--- config.mk ---
export PLATFORM = sky130hd
export DESIGN_NAME = lzd_ctrl
export DESIGN_NICKNAME = d
export VERILOG_FILES = /design/src/lzd_pkg.sv /design/src/lzd_ctrl.sv
export SDC_FILE = /design/constraint.sdc
export NUM_CORES = 1
export LEC_CHECK = 0
export BUFFER_PORTS_ARGS = -buffer_cell sky130_fd_sc_hd__clkbuf_2
export CAP_MARGIN = 20
export CORE_AREA = 4 4 41 43
export CTS_BUF_LIST = sky130_fd_sc_hd__clkbuf_16
export DETAILED_ROUTE_END_ITERATION = 8
export DIE_AREA = 0 0 45 47
export PLACE_DENSITY = 0.3
export SYNTH_ARGS = -nofsm -noshare
export SYNTH_HDL_FRONTEND = slang
export SYNTH_SLANG_ARGS = --single-unit
--- constraint.sdc ---
create_clock -name clk -period 1.09 [get_ports clk]
set_clock_uncertainty 0.2 [all_clocks]
set_input_delay 0.218 -clock clk [delete_from_list [all_inputs] [get_ports clk]]
set_output_delay 0.218 -clock clk [all_outputs]
set_load 0.01 [all_outputs]
--- src/lzd_pkg.sv ---
// Shared types and constants for the LZ77 byte decompressor.
// No dependencies; imported by every module of the block but lzd_ram.
`timescale 1ns / 1ps

package lzd_pkg;

	localparam int HISTORY_DEPTH_DEF = 1024;
	localparam int BEAT_BYTES_DEF    = 4;

	// Configuration register indexes.
	localparam logic REG_IN_LENGTH = 1'b0;
	localparam logic REG_OUT_LIMIT = 1'b1;

	// Frame status codes.
	localparam logic [2:0] STAT_OK    = 3'd0;
	localparam logic [2:0] STAT_LIT   = 3'd1;
	localparam logic [2:0] STAT_TRUNC = 3'd2;
	localparam logic [2:0] STAT_REF   = 3'd3;
	localparam logic [2:0] STAT_OVFL  = 3'd4;

	typedef enum logic [1:0] {
		PH_FLAG,
		PH_LIT,
		PH_OFFLO,
		PH_LEN
	} phase_t;

	typedef enum logic [1:0] {
		ST_IDLE,
		ST_RD,
		ST_WR,
		ST_PUSH
	} ctrl_state_t;

	typedef struct packed {
		logic accept;
		logic rd;
		logic wr;
		logic push;
	} ctrl_cmd_t;

	typedef struct packed {
		logic out_free;
		logic start_copy;
		logic beat_ready;
		logic copy_end;
	} dp_status_t;

endpackage

--- src/lzd_ctrl.sv ---
// Controller state machine of the decompressor: input acceptance and copy sequencing.
// Depends on lzd_pkg.
`timescale 1ns / 1ps

module lzd_ctrl (
	input  logic                clk,
	input  logic                arst_n,
	input  logic                in_valid,
	output logic                in_stall,
	input  lzd_pkg::dp_status_t st,
	output lzd_pkg::ctrl_cmd_t  cmd
);

	import lzd_pkg::*;

	ctrl_state_t state_q, state_n;

	always_ff @(posedge clk or negedge arst_n) begin
		if (!arst_n) begin
			state_q <= ST_IDLE;
		end else begin
			state_q <= state_n;
		end
	end

	always_comb begin
		state_n  = state_q;
		cmd      = '0;
		in_stall = 1'b1;
		unique case (state_q)
			ST_IDLE: begin
				in_stall   = !st.out_free;
				cmd.accept = in_valid && st.out_free;
				if (cmd.accept && st.start_copy) begin
					state_n = ST_RD;
				end
			end
			ST_RD: begin
				cmd.rd  = 1'b1;
				state_n = ST_WR;
			end
			ST_WR: begin
				cmd.wr  = 1'b1;
				state_n = st.beat_ready ? ST_PUSH : ST_RD;
			end
			ST_PUSH: begin
				if (st.out_free) begin
					cmd.push = 1'b1;
					state_n  = st.copy_end ? ST_IDLE : ST_RD;
				end
			end
		endcase
	end

endmodule

==> impl_metrics.tcl <==
set metrics [dict create \
    setup_viol 6 \
    grt_pass1_wl_um 710 \
    synth_area_leader_cell "dfrtp_1" \
    fin_tns_setup_ps -1630 \
    switchingPower_w 0.000282 \
    die_w_um 45 \
    coreArea_sq_um 1300 \
    power_leakage_nw 0.169 \
    drive_above_1_share_pct 75.0 \
    hold_depth 3 \
    combPwrFrac_pct 34.6 \
    path_class "reg -> out" \
    final_design_area_no_fill_sq_um 324 \
    fp.dieArea_sq_um 2120 \
    initial_core_util_pct 9.23 \
    ys_types 11 \
    cts_tree "built" \
    busiest_layer "met2" \
    antenna_found_initial 0 \
    cts_num_sinks 2 \
    fin_crit_ps 1470 \
    hp-class "in -> reg" \
    ys_seq_elements 2 \
    cp.arrival_ps 1050 \
    finalHoldViolations 0 \
    overflow 0 \
    drc_errors 0 \
    h-tree-depth 1 \
    post-route-period-util_pct 135 \
    die_h_um 47 \
    reg.largest.list "state_q x2" \
    track_usage_pct 5.37 \
    startpoint "state_q[0]" \
    power_frac_seq_pct 16.5 \
    largest_reg_flops 2 \
    use_met3_pct 4.60 \
    post_drt_wl_per_cell_um 8.94 \
    slew_violations 0 \
    syn2layout_area_growth_pct 170 \
    p_per_area_nw_per_um2 3410 \
    firstDrtPassIters 2 \
    dpl.hpwl_um 308 \
    ioPinCount 12 \
    placed_cells 41 \
    wl_um 420 \
    regMostFlops "state_q" \
    cp_max_fo 6 \
    multi_input_area_sq_um 72.6 \
    violations "setup timing" \
    p_int_w 0.000822 \
    gp_congestion 0.628 \
    drv_cap 0 \
    critPathCaptureType "primary output" \
    grt_max_degree 7 \
    worst_pin_slew_ps 186 \
    grtUsageMet1_pct 5.91 \
    synth_area_leaders "dfrtp_1 (42%), a21bo_1 (8.3%), a21oi_2 (7.3%), and2b_2 (7.3%), and3_2 (6.3%)" \
    synth.avg_cell_area_sq_um 9.24 \
    slew_headroom_pct 87.5 \
    rows 13 \
    seq_area_frac_synth_pct 41.7 \
    syn_nets 20 \
    numPortBuffers 11 \
    netlist.area_leader.share_pct 41.7 \
    first_global_vias 175 \
    num_vias 163 \
    required_ps 670 \
    clockRootBuffer "clkbuf_16" \
    cts_buffers 3 \
    hp-start "st[1]" \
    synth.cell_area_sq_um 120 \
    r2r_cells 4 \
    fmax_ghz 0.681 \
    nNetsFinal 41 \
    path_clk_slew_ps 30 \
    area.sequential_sq_um 52.6 \
    drtAntennaViolNets 0 \
    outcome "finished, violations left" \
    yosysWarnings 0 \
    global_route.usage.met2_pct 5.93 \
    cts.path.max_buffers 2 \
    timing.rr.start "state_q[1]" \
    peakVddDrop_mv 0.924 \
    viasPerCell 3.47 \
    fillers 153 \
    cp-start-kind "flop" \
    swShare_pct 25.5 \
    worstSkewPairLatency_ps 220 \
    netlist_instances 13 \
    fin_ws_ps -378 \
    clkPwrFrac_pct 48.9 \
    placed_cell_area_sq_um 209 \
    rsz0062_at_grt "true" \
    drt_iter0_drc 1 \
    antenna_cells 0 \
    instances_no_fill 47 \
]
-- final timing paths --
kind	endpoint	slack, ps
setup / recovery	cmd[3]	-380
setup reg to reg	state_q[0]	-130
max in group asynchronous	state_q[0]	460
min in group asynchronous	state_q[1]	120
hold / removal	state_q[1]	60
hold reg to reg	state_q[1]	380
-- metrics by stage --
stage,power (W),setup WS (ps),utilization [%],hold slack [ps]
4_1_cts,0.00104,-402,23.2,61.2
6_report,0.00110,-378,24.9,62.7
5_1_grt,0.00118,-439,24.9,78.4
3_3_place_gp,0.000453,-170,16.1,-193
3_5_place_dp,0.000454,-171,16.1,-193
2_1_floorplan,0.000320,-43.8,-,-278
-- synthesized netlist by cell type --
library cell / instances
a21oi_2: 1
a31oi_1: 1
nand2_1: 1
nor2b_1: 1
dfrtp_1: 2
a21oi_1: 1
a21bo_1: 1
and2b_2: 1
and3_1: 1
and3_2: 1
nor2_1: 2
-- final cells by class --
class                      count  area share (%)
timing repair buffer          16            32.4
clock buffer                   3            23.2
multi-input combinational     11            22.4
tap                           15            5.79
sequential                     2            16.2
-- layer usage --
metal / share of wire [%] / wire length (um)
met2: 35 / 148
met5: 0 / 0
met1: 48 / 203
met4: 0 / 0
met3: 16 / 68
-- kinds of logic after synthesis --
logic type       after synthesis  synth area share [%]
AO/OA/AOI/OAI                  4                  25.0
AND/OR/NAND/NOR                7                  33.3
flip-flops                     2                  41.7
-- cell usage in the layout, fill, tap and decap left out, drive strengths merged --
master,instances
a21bo,1
a21oi,2
a31oi,1
and2b,1
and3,2
buf,7
clkbuf,11
dfrtp,2
dlygate4sd3,1
nand2,1
nor2,2
nor2b,1
-- power by group through the flow --
stage	combinational, W	clock (W)	sequential, W
2_1_floorplan	0.000163	0	0.000157
3_3_place_gp	0.000282	0	0.000171
3_5_place_dp	0.000282	0	0.000173
4_1_cts	0.000315	0.000551	0.000170
5_1_grt	0.000419	0.000564	0.000199
6_report	0.000382	0.000541	0.000182
-- worst max-delay path, stage by stage, from the launching register on --
cell,delay [ps]
dfrtp_2,430
nor2_2,120
and3_1,160
buf_2,130
-- what timing repair did --
item                                    4_1_cts  5_1_grt
setup buffers                                 1        1
hold buffers                                  1        0
endpoints found under the setup margin        5        6
endpoints found under the hold margin         2        0
gates resized for setup                       0        8
pin swaps                                     2        2
Power figures use the tool's default switching activity.
